<file path="config.mk">
export PLATFORM = sky130hd
export DESIGN_NAME = online_bin_packing_allocator
export DESIGN_NICKNAME = d
export VERILOG_FILES = /design/src/rtl/obpa_pkg.sv /design/src/rtl/online_bin_packing_allocator.sv /design/src/rtl/obpa_cell.sv /design/src/rtl/obpa_ctrl.sv
export SDC_FILE = /design/constraint.sdc
export NUM_CORES = 2
export LEC_CHECK = 0
export BUFFER_PORTS_ARGS = -buffer_cell sky130_fd_sc_hd__buf_2
export CORE_MARGIN = 1.5
export CORE_UTILIZATION = 45
export CTS_CLUSTER_SIZE = 16
export DETAILED_ROUTE_END_ITERATION = 7
export PLACE_DENSITY = 0.67
export REMOVE_ABC_BUFFERS = 1
export SLEW_MARGIN = 30
export SYNTH_ARGS = -nofsm -noshare
export SYNTH_HDL_FRONTEND = slang
export SYNTH_SLANG_ARGS = --single-unit
export TNS_END_PERCENT = 50
</file>
<file path="constraint.sdc">
create_clock -name clk -period 4.5 [get_ports clk]
set_clock_uncertainty 0.05 [all_clocks]
set_input_delay 0.675 -clock clk [delete_from_list [all_inputs] [get_ports clk]]
set_output_delay 0.675 -clock clk [all_outputs]
set_load 0.02 [all_outputs]
</file>
<file path="src/rtl/obpa_pkg.sv">
`timescale 1ns / 1ps
package obpa_pkg;

  localparam int MAX_BINS = 64;
  localparam int IDX_W    = (MAX_BINS > 1) ? $clog2(MAX_BINS) : 1;
  localparam int CNT_W    = $clog2(MAX_BINS + 1);

  localparam int SIZE_W   = 10;
  localparam int MODE_W   = 2;
  localparam int CFG_IDX_W = 1;

  localparam logic [SIZE_W-1:0] CAPACITY_RESET = 10'd700;

  localparam logic [MODE_W-1:0] MODE_NEXT  = 2'd0;
  localparam logic [MODE_W-1:0] MODE_FIRST = 2'd1;
  localparam logic [MODE_W-1:0] MODE_BEST  = 2'd2;

  localparam logic ACT_PLACE = 1'b0;
  localparam logic ACT_CLEAR = 1'b1;

  localparam logic [1:0] ST_OK   = 2'd0;
  localparam logic [1:0] ST_OVER = 2'd1;
  localparam logic [1:0] ST_FULL = 2'd2;

  localparam logic [CFG_IDX_W-1:0] REG_CAPACITY = 1'd0;
  localparam logic [CFG_IDX_W-1:0] REG_MODE     = 1'd1;

  // Search token that walks down the row of bin cells.
  typedef struct packed {
    logic              valid;
    logic [SIZE_W-1:0] size;
    logic [MODE_W-1:0] mode;
    logic [CNT_W-1:0]  count;
    logic              found;
    logic [IDX_W-1:0]  pick;
    logic [SIZE_W-1:0] left;
  } tok_t;

  // Room update broadcast to all cells.
  typedef struct packed {
    logic              en;
    logic [IDX_W-1:0]  idx;
    logic [SIZE_W-1:0] room;
  } wr_t;

endpackage

</file>
<file path="src/rtl/online_bin_packing_allocator.sv">
`timescale 1ns / 1ps
// Online bin packing allocator. Each place word carries an item size and returns the
// bin that took it (next fit, first fit or best fit, chosen by fit_mode; mode three
// acts as best fit); a clear word closes all bins. Each bin's remaining room sits in
// its own cell of a row of MAX_BINS cells, and a search token steps one cell per
// clock through every cell before a place word's result is formed; clear words and
// oversized items skip the search. One word is in work at a time, and the next is
// taken while an earlier result still waits on the output. Write configuration
// only while no word is in work.
module online_bin_packing_allocator (
  input  logic                           clk,
  input  logic                           rst_n,
  input  logic                           in_tvalid,
  output logic                           in_tready,
  input  logic [15:0]                    in_tdata,   // item_size[9:0], zero pad
  input  logic [0:0]                     in_tuser,   // action[0]
  output logic                           out_tvalid,
  input  logic                           out_tready,
  output logic [15:0]                    out_tdata,  // bin_index[5:0], opened_new[6],
                                                     // status[8:7], zero pad
  input  logic                           cfg_valid,
  output logic                           cfg_ready,
  input  logic [obpa_pkg::CFG_IDX_W-1:0] cfg_index,
  input  logic [obpa_pkg::SIZE_W-1:0]    cfg_data
);

  obpa_pkg::tok_t tok_chain [0:obpa_pkg::MAX_BINS];
  obpa_pkg::wr_t  wr;

  obpa_ctrl u_ctrl (
    .clk        (clk),
    .rst_n      (rst_n),
    .in_tvalid  (in_tvalid),
    .in_tready  (in_tready),
    .in_tdata   (in_tdata),
    .in_tuser   (in_tuser),
    .out_tvalid (out_tvalid),
    .out_tready (out_tready),
    .out_tdata  (out_tdata),
    .cfg_valid  (cfg_valid),
    .cfg_ready  (cfg_ready),
    .cfg_index  (cfg_index),
    .cfg_data   (cfg_data),
    .tok_launch (tok_chain[0]),
    .tok_ret    (tok_chain[obpa_pkg::MAX_BINS]),
    .wr         (wr)
  );

  for (genvar i = 0; i < obpa_pkg::MAX_BINS; i++) begin : g_cell
    obpa_cell u_cell (
      .clk      (clk),
      .rst_n    (rst_n),
      .cell_idx (obpa_pkg::IDX_W'(i)),
      .tok_in   (tok_chain[i]),
      .tok_out  (tok_chain[i+1]),
      .wr       (wr)
    );
  end

endmodule

</file>
<file path="src/rtl/obpa_cell.sv">
`timescale 1ns / 1ps
module obpa_cell (
  input  logic                       clk,
  input  logic                       rst_n,
  input  logic [obpa_pkg::IDX_W-1:0] cell_idx,
  input  obpa_pkg::tok_t             tok_in,
  output obpa_pkg::tok_t             tok_out,
  input  obpa_pkg::wr_t              wr
);

  logic [obpa_pkg::SIZE_W-1:0] room_r;
  obpa_pkg::tok_t              tok_r;
  obpa_pkg::tok_t              tok_nxt;

  logic [obpa_pkg::CNT_W-1:0]  idx_ext;
  logic                        is_open;
  logic                        is_last;
  logic                        fit;
  logic [obpa_pkg::SIZE_W-1:0] left;
  logic                        take;

  assign idx_ext = obpa_pkg::CNT_W'(cell_idx);
  assign is_open = idx_ext < tok_in.count;
  assign is_last = (idx_ext + obpa_pkg::CNT_W'(1)) == tok_in.count;
  assign fit     = is_open && (tok_in.size <= room_r);
  assign left    = room_r - tok_in.size;

  always_comb begin
    unique case (tok_in.mode)
      obpa_pkg::MODE_NEXT:  take = is_last && fit;
      obpa_pkg::MODE_FIRST: take = fit && !tok_in.found;
      default:              take = fit && (!tok_in.found || (left < tok_in.left));
    endcase
  end

  always_comb begin
    tok_nxt = tok_in;
    if (tok_in.valid && take) begin
      tok_nxt.found = 1'b1;
      tok_nxt.pick  = cell_idx;
      tok_nxt.left  = left;
    end
  end

  always_ff @(posedge clk) begin
    if (!rst_n) begin
      tok_r.valid <= 1'b0;
    end else begin
      tok_r <= tok_nxt;
    end
  end

  always_ff @(posedge clk) begin
    if (wr.en && (wr.idx == cell_idx)) begin
      room_r <= wr.room;
    end
  end

  assign tok_out = tok_r;

endmodule

</file>
<file path="src/rtl/obpa_ctrl.sv">
`timescale 1ns / 1ps
module obpa_ctrl (
  input  logic                           clk,
  input  logic                           rst_n,
  input  logic                           in_tvalid,
  output logic                           in_tready,
  input  logic [15:0]                    in_tdata,
  input  logic [0:0]                     in_tuser,
  output logic                           out_tvalid,
  input  logic                           out_tready,
  output logic [15:0]                    out_tdata,
  input  logic                           cfg_valid,
  output logic                           cfg_ready,
  input  logic [obpa_pkg::CFG_IDX_W-1:0] cfg_index,
  input  logic [obpa_pkg::SIZE_W-1:0]    cfg_data,
  output obpa_pkg::tok_t                 tok_launch,
  input  obpa_pkg::tok_t                 tok_ret,
  output obpa_pkg::wr_t                  wr
);

  localparam logic [1:0] S_IDLE   = 2'd0;
  localparam logic [1:0] S_SEARCH = 2'd1;
  localparam logic [1:0] S_DONE   = 2'd2;

  logic [1:0]                  state_r, state_nxt;
  logic [obpa_pkg::CNT_W-1:0]  count_r, count_nxt;
  logic [obpa_pkg::SIZE_W-1:0] cap_r;
  logic [obpa_pkg::MODE_W-1:0] mode_r;
  obpa_pkg::tok_t              launch_r, launch_nxt;
  obpa_pkg::wr_t               wr_r, wr_nxt;

  logic [obpa_pkg::IDX_W-1:0]  res_idx_r, res_idx_nxt;
  logic                        res_open_r, res_open_nxt;
  logic [1:0]                  res_st_r, res_st_nxt;

  logic                        out_valid_r, out_valid_nxt;
  logic [5:0]                  out_idx_r;
  logic                        out_open_r;
  logic [1:0]                  out_st_r;

  logic                        in_acc;
  logic                        out_free;
  logic [obpa_pkg::SIZE_W-1:0] in_size;

  assign in_tready = (state_r == S_IDLE);
  assign cfg_ready = 1'b1;
  assign in_acc    = in_tvalid && in_tready;
  assign out_free  = !out_valid_r || out_tready;
  assign in_size   = in_tdata[obpa_pkg::SIZE_W-1:0];

  always_comb begin
    state_nxt    = state_r;
    count_nxt    = count_r;
    launch_nxt   = launch_r;
    launch_nxt.valid = 1'b0;
    wr_nxt       = wr_r;
    wr_nxt.en    = 1'b0;
    res_idx_nxt  = res_idx_r;
    res_open_nxt = res_open_r;
    res_st_nxt   = res_st_r;
    unique case (state_r)
      S_IDLE: begin
        if (in_acc) begin
          res_idx_nxt  = '0;
          res_open_nxt = 1'b0;
          if (in_tuser[0] == obpa_pkg::ACT_CLEAR) begin
            count_nxt  = '0;
            res_st_nxt = obpa_pkg::ST_OK;
            state_nxt  = S_DONE;
          end else if (in_size > cap_r) begin
            res_st_nxt = obpa_pkg::ST_OVER;
            state_nxt  = S_DONE;
          end else begin
            launch_nxt.valid = 1'b1;
            launch_nxt.size  = in_size;
            launch_nxt.mode  = mode_r;
            launch_nxt.count = count_r;
            launch_nxt.found = 1'b0;
            launch_nxt.pick  = '0;
            launch_nxt.left  = '0;
            state_nxt        = S_SEARCH;
          end
        end
      end
      S_SEARCH: begin
        if (tok_ret.valid) begin
          state_nxt = S_DONE;
          if (tok_ret.found) begin
            wr_nxt.en    = 1'b1;
            wr_nxt.idx   = tok_ret.pick;
            wr_nxt.room  = tok_ret.left;
            res_idx_nxt  = tok_ret.pick;
            res_open_nxt = 1'b0;
            res_st_nxt   = obpa_pkg::ST_OK;
          end else if (count_r >= obpa_pkg::CNT_W'(obpa_pkg::MAX_BINS)) begin
            res_idx_nxt  = '0;
            res_open_nxt = 1'b0;
            res_st_nxt   = obpa_pkg::ST_FULL;
          end else begin
            // Open a fresh bin right after the last open one.
            wr_nxt.en    = 1'b1;
            wr_nxt.idx   = count_r[obpa_pkg::IDX_W-1:0];
            wr_nxt.room  = cap_r - tok_ret.size;
            count_nxt    = count_r + obpa_pkg::CNT_W'(1);
            res_idx_nxt  = count_r[obpa_pkg::IDX_W-1:0];
            res_open_nxt = 1'b1;
            res_st_nxt   = obpa_pkg::ST_OK;
          end
        end
      end
      S_DONE: begin
        if (out_free) begin
          state_nxt = S_IDLE;
        end
      end
      default: begin
        state_nxt = S_IDLE;
      end
    endcase
  end

  always_comb begin
    out_valid_nxt = out_valid_r && !out_tready;
    if ((state_r == S_DONE) && out_free) begin
      out_valid_nxt = 1'b1;
    end
  end

  always_ff @(posedge clk) begin
    if (!rst_n) begin
      state_r        <= S_IDLE;
      count_r        <= '0;
      launch_r.valid <= 1'b0;
      wr_r.en        <= 1'b0;
      out_valid_r    <= 1'b0;
    end else begin
      state_r     <= state_nxt;
      count_r     <= count_nxt;
      launch_r    <= launch_nxt;
      wr_r        <= wr_nxt;
      out_valid_r <= out_valid_nxt;
    end
  end

  always_ff @(posedge clk) begin
    res_idx_r  <= res_idx_nxt;
    res_open_r <= res_open_nxt;
    res_st_r   <= res_st_nxt;
    if ((state_r == S_DONE) && out_free) begin
      out_idx_r  <= 6'(res_idx_r);
      out_open_r <= res_open_r;
      out_st_r   <= res_st_r;
    end
  end

  always_ff @(posedge clk) begin
    if (!rst_n) begin
      cap_r  <= obpa_pkg::CAPACITY_RESET;
      mode_r <= obpa_pkg::MODE_FIRST;
    end else if (cfg_valid && cfg_ready) begin
      unique case (cfg_index)
        obpa_pkg::REG_CAPACITY: cap_r  <= cfg_data;
        obpa_pkg::REG_MODE:     mode_r <= cfg_data[obpa_pkg::MODE_W-1:0];
        default: ;
      endcase
    end
  end

  assign out_tvalid = out_valid_r;
  assign out_tdata  = {7'b0, out_st_r, out_open_r, out_idx_r};
  assign tok_launch = launch_r;
  assign wr         = wr_r;

endmodule

</file>
==> metrics.csv <==
stage,metric,value,unit
cts,worst skew pair latency,930,ps
yosys,Synth warnings,0,
critical_path,"Req. time, crit path",5110,ps
critical_path,crit end category,flip-flop,
floorplan,initial core utilization,45.2,%
layout,area growth from synthesis to layout,12.1,%
layout,most frequent cells in the layout,"2925 x edfxtp_1, 1528 x inv_1, 1228 x ha_1",
yosys,sequential fraction of the synthesis area,60.0,%
critical_path,worst path cell trace,inv_1 -> ha_1 -> nor2b_1 -> o211ai_1 -> nand4_1 -> nand3_1 -> or3b_2 -> ha_1 -> a21oi_1 -> o21ai_0 -> a311o_1 -> a211oi_2 -> buf_4 -> mux2_2,
drt,WL/cell,21.9,um
sta,Max-slew headroom,28.5,%
global_routing,met1 Track Usage GR,29.6,%
drt,ANT nets after route,0,
critical_path,cell family with most CP delay,compound AO/OA/AOI/OAI gates,
yosys,Main synth FF type,edfxtp_1,
sta,Worst Tran Pin Value,1070,ps
cts,Clock transition at path regs,60,ps
global_routing,initial antenna violation count,24,
global_routing,global-route wire length before repair,547,mm
run,Max-Cap Viols,0,
critical_path,critical path's most frequent cell,ha_1,
cts,CTS tree,done,
layout,NumNets Final,13251,
critical_path,worst-path maximum fanout,10,
layout,final cell count without fillers,16559,
sta,RSZ-0062 raised after global routing,no,
floorplan,Rows,211,
worst_hold_path,Hold Crit Class,in -> reg,
global_routing,met2 Resource Use GR,34.7,%
sta,max-slew violations,0,
pwr,Pleak,66.4,nW
yosys,Unique masters post-synth,93,
yosys,Mapped Cells,11422,
critical_path,Worst setup SP type,flip-flop,
yosys,Synth Register Bits,3013,
drt,number of DRC markers in iteration 0,7754,
sta,crit share post-route,97.0,%
global_routing,met3 usage,2.78,%
yosys,syn_area_per_cell,13.1,um^2
layout,# fillers,27731,
pwr,Power Dens Cells,387,nW/um^2
cts,# clock sinks,3013,
global_routing,largest net degree at the start of global routing,141,
drt,DRT Pass-1 Iters,6,
critical_path,CP max stage delay,480,ps
layout,layout cell share with drive strength beyond 1,13.6,%
yosys,Post-synth EDFFs,2925,
yosys,share of synthesized flip-flops with an asynchronous set or reset,0,%
floorplan,num ports,52,
pwr,peak supply drop,0.000398,V
critical_path,CP Class,reg -> reg,
placed_design,placed cell count,15941,
drt,DRC errors left,0,
cts,Root Buffer,clkbuf_16,
yosys,post-synthesis cell area,149000,um^2
critical_path,Worst Path Buf+Inv,2,
critical_path,slowest stage cell on the critical path,or3b_2,
drt,DR vias/cell,5.52,
sta,WHS,284,ps
floorplan,DIE AREA,335000,um^2
drt,WL final,362,mm
global_routing,grt ovf,0,
pwr,Pwr Total,0.0648,W
critical_path,worst path arrival time,4980,ps
floorplan,Die X,579,um
layout,Final Util,50.7,%
sta,minimum clock period,4360,ps
sta,setup violators final,0,
cts,clock buffer depth,4,
cts,H-tree levels,5,
placed_design,Final HPWL DP,263,mm
global_routing,overall track demand over capacity in global routing,21.4,%
placed_design,Final GP Congestion,0.941,
floorplan,die height,579,um
sta,Final Hold Fails,0,
drt,via count,91337,
global_routing,busiest grt layer,met2,
cts,number of buffers created by CTS,317,
floorplan,core outline area,330000,um^2
layout,"most common cell after layout, fill and taps aside",edfxtp_1,
outcome,outcome,"complete, no violations",
global_routing,vias in the first global route,90933,
placed_design,PortBufs,37,
sta,Max Freq,229,MHz
==> where the power goes <==
part / leakage [nW] / internal [W] / switching, W
clock network: 5.12 / 0.0153 / 0.0112
logic: 32.4 / 0.00221 / 0.00315
registers: 28.8 / 0.0320 / 0.000834
total: 66.4 / 0.0496 / 0.0152
==> worst register-to-register path: stages, from the launching register on <==
cell and delay, ps:
edfxtp_1 430, inv_1 130, ha_1 270, nor2b_1 160, o211ai_1 310, nand4_1 270, nand3_1 160, or3b_2 480
ha_1 310, a21oi_1 130, o21ai_0 140, a311o_1 390, a211oi_2 270, buf_4 250, mux2_2 360
==> final cells by class <==
cell class              instances  area [um^2]  share of cell area (%)
diodes                          6         15.0                 0.00897
clock buffers                 412         8580                    5.13
clock inverters               169         1880                    1.12
inverters                    1528         5740                    3.43
multi-input cells            6784        53700                    32.1
flip-flops and latches       3013        89600                    53.5
well taps                    4366         5460                    3.26
repair buffers                281         2480                    1.48
==> stage by stage <==
step / TNS, ps / setup WS [ps] / area (um^2)
global placement: -241 / -24.6 / 156000
detailed placement: 0 / 22.0 / 157000
CTS: 0 / 1.49 / 167000
floorplan: -23.8 / -2.65 / 149000
finish: 0 / 136 / 167000
global route: 0 / 6.34 / 167000
==> final timing paths <==
kind                                                 from                                    endpoint  slack [ps]  cells after the start
setup reg to reg  g_cell[22].u_cell.tok_out[27]$_DFFE_PP_      g_cell[23].u_cell.tok_out[2]$_DFFE_PP_         140                     14
hold reg to reg         u_ctrl.res_idx_r[0]$_SDFFCE_PN0P_               u_ctrl.out_idx_r[0]$_DFFE_PP_         360                      0
hold / removal                                      rst_n  g_cell[1].u_cell.tok_out[10]$_SDFFCE_PP1P_         280                      1
setup / recovery  g_cell[22].u_cell.tok_out[27]$_DFFE_PP_      g_cell[23].u_cell.tok_out[2]$_DFFE_PP_         140                     14
==> cells by family after synthesis <==
family	after synthesis	synth area share (%)
other	2	0.00503
xor gates and xnor gates	387	2.27
muxes	639	4.77
DFF	3013	60.0
buffers and inverters	1631	4.18
and+or+nand+nor	2430	8.54
adders and majority gates	1293	11.2
AOI/OAI and AO/OA	2027	9.09
==> cells in the mapped netlist (120+ instances only) <==
cell	n	area, um^2
edfxtp_1	2925	87800
inv_1	1528	5740
ha_1	1228	15400
a21oi_1	582	2910
mux2_2	563	6340
nor2_1	547	2050
nand2_1	380	1430
o21ai_0	372	1860
nor2b_1	280	1750
xnor2_1	261	2290
or2_2	227	1420
nor3_1	212	1060
a21o_1	207	1550
nand4_1	202	1260
nand3_1	126	631
xor2_1	126	1100
o21a_1	120	901
==> sequential cells by signal, summed over array words and instances, names as in the netlist <==
| signal | cells |
|---|---|
| u_ctrl.count_r | 7 |
| u_ctrl.wr | 17 |
| u_ctrl.out_st_r | 2 |
| u_ctrl.out_idx_r | 6 |
| u_ctrl.res_idx_r | 6 |
| u_ctrl.state_r | 2 |
| u_ctrl.mode_r | 2 |
| g_cell.u_cell.tok_out | 2296 |
| u_ctrl.res_open_r | 1 |
| u_ctrl.tok_launch | 20 |
| u_ctrl.cap_r | 10 |
| u_ctrl.res_st_r | 2 |
| u_ctrl.out_open_r | 1 |
| u_ctrl.out_tvalid | 1 |
| g_cell.u_cell.room_r | 640 |
==> layer usage <==
layer | part of all wire, % | wire [um]
met4 | 3.4 | 12200
met3 | 5.7 | 20800
met1 | 44 | 160000
met2 | 47 | 169000
met5 | 0.0055 | 20
==> timing repair <==
action | in CTS | in global routing
hold buffers | 25 | 0
setup endpoints to repair | 0 | 129
hold endpoints to repair | 24 | 0
setup buffers | 0 | 4
resized for setup | 0 | 17
No activity file was read; power rests on OpenSTA's default activity.
